<file path="src/sv/ubs_pkg.sv">
`timescale 1ns / 1ps
// ----------------------------------------------------------------------------
// ubs_pkg: shared types and codes of the upper-bound search engine
// Field widths, function and status codes, sequencer states and the result
// record passed from the sequencer to the output stage.
// ----------------------------------------------------------------------------
package ubs_pkg;

   localparam int DATA_W            = 32;
   localparam int IDX_W             = 11;
   localparam int FUNC_W            = 2;
   localparam int STAT_W            = 2;
   localparam int TABLE_DEPTH_DEF   = 1024;

   localparam logic [FUNC_W-1:0] FUNC_CLEAR  = 2'd0;
   localparam logic [FUNC_W-1:0] FUNC_APPEND = 2'd1;
   localparam logic [FUNC_W-1:0] FUNC_QUERY  = 2'd2;

   localparam logic [STAT_W-1:0] STAT_OK    = 2'd0;
   localparam logic [STAT_W-1:0] STAT_FULL  = 2'd1;
   localparam logic [STAT_W-1:0] STAT_EMPTY = 2'd2;

   typedef enum logic [2:0] {
      ST_IDLE,
      ST_CHK_FIRST,
      ST_CHK_LAST,
      ST_CHK_MID,
      ST_RESP
   } state_type;

   typedef struct packed {
      logic [IDX_W-1:0]  found_index;
      logic [STAT_W-1:0] status;
   } res_type;

endpackage

</file>
<file path="src/sv/ubs_seq.sv">
`timescale 1ns / 1ps
// ----------------------------------------------------------------------------
// ubs_seq: search sequencer
// Handles clear and append, and runs the end checks and bisection of a query
// through one comparator against the registered memory read data.
// ----------------------------------------------------------------------------
module ubs_seq #(
   parameter int TABLE_DEPTH = ubs_pkg::TABLE_DEPTH_DEF
) (
   input  logic                                 clock,
   input  logic                                 reset,
   input  logic                                 req_valid,
   output logic                                 req_stall,
   input  logic [ubs_pkg::FUNC_W-1:0]           req_func,
   input  logic signed [ubs_pkg::DATA_W-1:0]    req_operand_value,
   output logic                                 res_valid,
   input  logic                                 res_take,
   output ubs_pkg::res_type                     res,
   output logic                                 ram_en,
   output logic                                 ram_we,
   output logic [$clog2(TABLE_DEPTH)-1:0]       ram_addr,
   output logic signed [ubs_pkg::DATA_W-1:0]    ram_wdata,
   input  logic signed [ubs_pkg::DATA_W-1:0]    ram_rdata
);
   import ubs_pkg::*;

   localparam int AW = $clog2(TABLE_DEPTH);
   localparam int CW = $clog2(TABLE_DEPTH + 1);

   state_type                state_ff, state_in;
   logic [CW-1:0]            count_ff, count_in;
   logic signed [DATA_W-1:0] key_ff, key_in;
   logic [AW-1:0]            lo_ff, lo_in;
   logic [AW-1:0]            hi_ff, hi_in;
   logic [AW-1:0]            mid_ff, mid_in;
   res_type                  res_ff, res_in;

   logic                     probe_le;
   logic [CW-1:0]            count_m1;
   logic [AW-1:0]            last;
   logic [AW-1:0]            nlo, nhi, span, mid_nx;
   logic [AW:0]              bound_sum;
   logic                     go_on;
   logic [CW+IDX_W-1:0]      count_ext;
   logic [AW+IDX_W-1:0]      nhi_ext;

   // shared compare unit: every probe tests table[addr] <= key
   assign probe_le  = ram_rdata <= key_ff;
   assign count_m1  = count_ff - CW'(1);
   assign last      = count_m1[AW-1:0];
   assign count_ext = {{IDX_W{1'b0}}, count_ff};

   always_comb begin
      if (state_ff == ST_CHK_LAST) begin
         nlo = '0;
         nhi = last;
      end else begin
         nlo = probe_le ? mid_ff : lo_ff;
         nhi = probe_le ? hi_ff : mid_ff;
      end
   end

   assign span      = nhi - nlo;
   assign go_on     = span > AW'(1);
   assign bound_sum = {1'b0, nlo} + {1'b0, nhi};
   assign mid_nx    = bound_sum[AW:1];
   assign nhi_ext   = {{IDX_W{1'b0}}, nhi};

   always_ff @(posedge clock) begin
      if (reset) begin
         state_ff <= ST_IDLE;
         count_ff <= '0;
      end else begin
         state_ff <= state_in;
         count_ff <= count_in;
      end
      key_ff <= key_in;
      lo_ff  <= lo_in;
      hi_ff  <= hi_in;
      mid_ff <= mid_in;
      res_ff <= res_in;
   end

   always_comb begin
      state_in  = state_ff;
      count_in  = count_ff;
      key_in    = key_ff;
      lo_in     = lo_ff;
      hi_in     = hi_ff;
      mid_in    = mid_ff;
      res_in    = res_ff;
      ram_en    = 1'b0;
      ram_we    = 1'b0;
      ram_addr  = '0;
      ram_wdata = req_operand_value;

      case (state_ff)
         ST_IDLE: begin
            if (req_valid) begin
               key_in   = req_operand_value;
               state_in = ST_RESP;
               res_in   = '{found_index: '0, status: STAT_OK};
               case (req_func)
                  FUNC_CLEAR: begin
                     count_in = '0;
                  end
                  FUNC_APPEND: begin
                     if (count_ff < CW'(TABLE_DEPTH)) begin
                        ram_en   = 1'b1;
                        ram_we   = 1'b1;
                        ram_addr = count_ff[AW-1:0];
                        count_in = count_ff + CW'(1);
                     end else begin
                        res_in.status = STAT_FULL;
                     end
                  end
                  FUNC_QUERY: begin
                     if (count_ff == '0) begin
                        res_in.status = STAT_EMPTY;
                     end else begin
                        // probe the first entry
                        ram_en   = 1'b1;
                        state_in = ST_CHK_FIRST;
                     end
                  end
                  default: begin
                     res_in.status = STAT_OK;
                  end
               endcase
            end
         end
         ST_CHK_FIRST: begin
            if (!probe_le) begin
               res_in   = '{found_index: '0, status: STAT_OK};
               state_in = ST_RESP;
            end else begin
               ram_en   = 1'b1;
               ram_addr = last;
               state_in = ST_CHK_LAST;
            end
         end
         ST_CHK_LAST, ST_CHK_MID: begin
            if (state_ff == ST_CHK_LAST && probe_le) begin
               res_in   = '{found_index: count_ext[IDX_W-1:0], status: STAT_OK};
               state_in = ST_RESP;
            end else begin
               // narrow the bracket; issue the next midpoint probe or return its upper end
               lo_in = nlo;
               hi_in = nhi;
               if (go_on) begin
                  ram_en   = 1'b1;
                  ram_addr = mid_nx;
                  mid_in   = mid_nx;
                  state_in = ST_CHK_MID;
               end else begin
                  res_in   = '{found_index: nhi_ext[IDX_W-1:0], status: STAT_OK};
                  state_in = ST_RESP;
               end
            end
         end
         ST_RESP: begin
            if (res_take) begin
               state_in = ST_IDLE;
            end
         end
         default: begin
            state_in = ST_IDLE;
         end
      endcase
   end

   assign req_stall = state_ff != ST_IDLE;
   assign res_valid = state_ff == ST_RESP;
   assign res       = res_ff;

`ifndef ASSERT_OFF
   a_count_bound: assert property (@(posedge clock) disable iff (reset)
      count_ff <= CW'(TABLE_DEPTH))
      else $error("entry count above table depth");

   a_mid_inside: assert property (@(posedge clock) disable iff (reset)
      state_ff == ST_CHK_MID |-> (lo_ff < mid_ff) && (mid_ff < hi_ff))
      else $error("midpoint probe outside bracket");

   a_empty_zero: assert property (@(posedge clock) disable iff (reset)
      res_valid && res_ff.status == STAT_EMPTY |-> res_ff.found_index == '0)
      else $error("empty status with nonzero index");

   a_query_probe: assert property (@(posedge clock) disable iff (reset)
      state_ff == ST_IDLE && req_valid && req_func == FUNC_QUERY && count_ff != '0
      |=> state_ff == ST_CHK_FIRST)
      else $error("query on loaded table skipped first probe");
`endif

endmodule

</file>
<file path="config.mk">
export PLATFORM = sky130hd
export DESIGN_NAME = ubs_seq
export DESIGN_NICKNAME = d
export VERILOG_FILES = /design/src/sv/ubs_pkg.sv /design/src/sv/ubs_seq.sv
export SDC_FILE = /design/constraint.sdc
export NUM_CORES = 1
export LEC_CHECK = 0
export BUFFER_PORTS_ARGS = -buffer_cell sky130_fd_sc_hd__clkbuf_2
export CAP_MARGIN = 20
export CORE_MARGIN = 5
export CORE_UTILIZATION = 56
export DETAILED_ROUTE_END_ITERATION = 6
export PLACE_DENSITY = 0.79
export SYNTH_ARGS = -nofsm -noshare
export SYNTH_HDL_FRONTEND = slang
export SYNTH_SLANG_ARGS = --single-unit
</file>
<file path="constraint.sdc">
create_clock -name clock -period 8.8 [get_ports clock]
set_input_delay 0.44 -clock clock [delete_from_list [all_inputs] [get_ports clock]]
set_output_delay 0.44 -clock clock [all_outputs]
set_load 0.02 [all_outputs]
</file>
==> results_dict.tcl <==
set metrics [dict create \
    status "complete, no violations" \
    postRouteAntennaNets 0 \
    min_delay_path_depth 1 \
    cts_buffers 9 \
    synthTopCellsByCount "75 x edfxtp_1, 59 x inv_1, 57 x ha_1" \
    synth_area_um2 5970 \
    setup_ws_ps 1730 \
    tightest_slew_ps 1100 \
    multiInputGateArea_um2 2870 \
    ys_ff_latch 89 \
    insertion_delay_ps 370 \
    power.share.combinational_pct 27.7 \
    fin_hold_ws_ps 261 \
    die_h_um 113 \
    min_path_type "in -> reg" \
    drc 0 \
    power_mw 1.08 \
    setup_viol_count_final 0 \
    synth.top_cell.area_share_pct 37.7 \
    worstPathRequired_ps 8360 \
    diodes 0 \
    clockRootBuffer "clkbuf_8" \
    syn2layout_area_growth_pct 12.0 \
    gp_congestion 0.956 \
    drt_iter0_drc 276 \
    die-area_um2 12800 \
    post_cts_buffers 0 \
    initial_core_util_pct 57.6 \
    path_depth 23 \
    setup_tns_ps 0 \
    path_clk_slew_ps 80 \
    drive_gt1_share_pct 24.3 \
    wl_per_cell_um 17.6 \
    reg2reg_to "res[7]" \
    cts_tree "built" \
    nNetsFinal 807 \
    yosysUniqueCellTypes 60 \
    wl_mm 14.4 \
    clock_sinks 89 \
    rsz0062_at_grt "false" \
    dp_slack_ps 1630 \
    syn-num-nets 721 \
    clockBufferDepth 2 \
    powerDensity_nw_per_um2 161 \
    htree_levels 3 \
    r2r_cells 23 \
    grtUsageTotal_pct 22.4 \
    maxCapViolCount 0 \
    yosysMostFrequentCell "edfxtp_1" \
    synth_top_area_cell "edfxtp_1" \
    cellInternalPower_mw 0.746 \
    slew_violations 0 \
    worstPathCellList "inv_1 -> ha_1 -> nand4_1 -> nor3_1 -> a221o_1 -> or3_1 -> a31oi_4 -> mux2i_1 -> nand2_1 -> o21ai_0 -> ha_1 -> inv_1 -> fa_1 -> a21o_1 -> a21oi_1 -> o2111a_1 -> o221ai_1 -> or3_1 -> a211oi_2 -> or2_4 -> inv_2 -> a221o_1 -> clkbuf_2" \
    ys_async_sr_fraction_pct 0 \
    layout.area.seq_um2 2530 \
    grt_pass1_wl_mm 22.9 \
    cts_resized 0 \
    final_cells 819 \
    min_from "req_operand_value[24]" \
    design_area_um2 6690 \
    synthTopCellsByArea "edfxtp_1 38%, ha_1 12%, dfxtp_1 4.7%" \
    final_util_pct 64.5 \
    start_kind "flip-flop" \
    min_period_ps 7070 \
    grt_pass1_vias 4615 \
    synth_edf_count 75 \
    p_leak_nw 3.06 \
    grt_overflow 0 \
    dr.pass1.iters 5 \
    p_sw_mw 0.331 \
    cp_max_fo 25 \
    finalHoldViolCount 0 \
    sw_frac_of_total_pct 30.7 \
    die_w_um 113 \
    yosysSeqAreaShare_pct 42.4 \
    worst_path_max_delay_cell "a31oi_4" \
    antenna_found_initial 0 \
    r2r_slack_ps 1820 \
    synth_cells 592 \
    fill_cells 822 \
    synth-main-ff-cell "edfxtp_1" \
    relSlewSlack_pct 26.5 \
    crit_arrival_ps 6630 \
    io_buffers 128 \
    path_class "reg -> out" \
    pwr-share-seq_pct 45.3 \
    r2r-start "key_ff[31]" \
    fp.coreArea_um2 10400 \
    vdd_drop_max_mv 0.0861 \
    hpwl_mm 11.4 \
    grt_start_max_net_pins 26 \
    vias 4718 \
    ioPinCount 129 \
    synth_warnings 0 \
    avgSynthCellArea_um2 10.1 \
    clkPwrFrac_pct 27.0 \
    hold_buffers 0 \
    endpoint_kind "output pin" \
    placed_cells 803 \
    skew_ps 13.7 \
    max_freq_ghz 0.141 \
    crit_buf_inv 4 \
    vias_per_cell 5.76 \
    fin_crit_sh_pct 80.3 \
    rows 37 \
    place_area_um2 6480 \
    cp_top_family "compound AO/OA/AOI/OAI gates" \
    holdPathEnd "key_ff[24]" \
    slowest_delay_ps 880 \
]
worst max path at each step:
stage / start / endpoint
finish: key_ff[31] / ram_addr[0]
global route: key_ff[30] / ram_addr[0]
CTS: key_ff[29] / ram_addr[0]
detailed placement: ram_rdata[30] / res[7]
global placement: ram_rdata[7] / res[10]
floorplan: ram_rdata[30] / res[0]
metal layers:
metal / up-vias / track usage (%) / share of wire [%]
li1: 2267 / - / -
met5: - / 0 / 0
met3: 28 / 4.06 / 6.7
met2: 192 / 40.1 / 49
met4: 0 / 7.61 / 2.8
met1: 2231 / 27.2 / 41
cell families after synthesis:
family          count (synthesis)  synth area share, %
buf+inv                       117                 9.92
xor+xnor                       30                 4.40
mux                            23                 3.86
simple gates                  160                 13.8
fa+ha+maj                      59                 12.6
flops                          89                 42.4
compound gates                114                 12.9
power by group through the flow:
stage | Sequential, mW | Clock, mW | Combinational, mW
floorplan | 0.500 | 0 | 0.217
global placement | 0.498 | 0 | 0.282
detailed placement | 0.498 | 0 | 0.295
CTS | 0.488 | 0.294 | 0.297
global route | 0.490 | 0.313 | 0.327
finish | 0.488 | 0.290 | 0.298
final cells by class:
cell class                      instances  area share [%]
Inverter                               60            3.37
Clock inverter                          5           0.805
Sequential cell                        89            37.9
Tap cell                              136            2.54
Clock buffer                           11            2.26
Timing Repair Buffer                  132            10.3
Multi-Input combinational cell        386            42.9
state kept, by name, summed over array words and instances (netlist names):
signal	count
state_ff	3
lo_ff	10
res	13
count_ff	11
mid_ff	10
hi_ff	10
key_ff	32
cell usage in the layout (no fill, tap or decap), types with 6 or more instances in the layout:
master	count
or2_2	6
edfxtp_1	75
clkbuf_2	128
nand3_1	9
dfxtp_1	14
nand4_1	11
o21ai_0	13
o21a_1	7
clkbuf_8	11
mux2i_1	23
a21oi_1	36
o22ai_1	9
inv_1	59
or3_1	7
nor2b_1	9
nand2b_1	8
xor2_1	19
nor3_1	16
nor2_1	33
a221o_1	10
or2_1	7
nand2_1	32
xnor2_1	11
ha_1	57
worst reg2reg max path, delay by kind of cell (launching register included):
family | cells | cell delay (ps)
mux | 1 | 360
simple gates | 7 | 2150
compound gates | 8 | 2320
buf+inv | 4 | 600
fa+ha+maj | 3 | 890
flops | 1 | 360
Note: power is estimated with default switching activity, not from simulation.
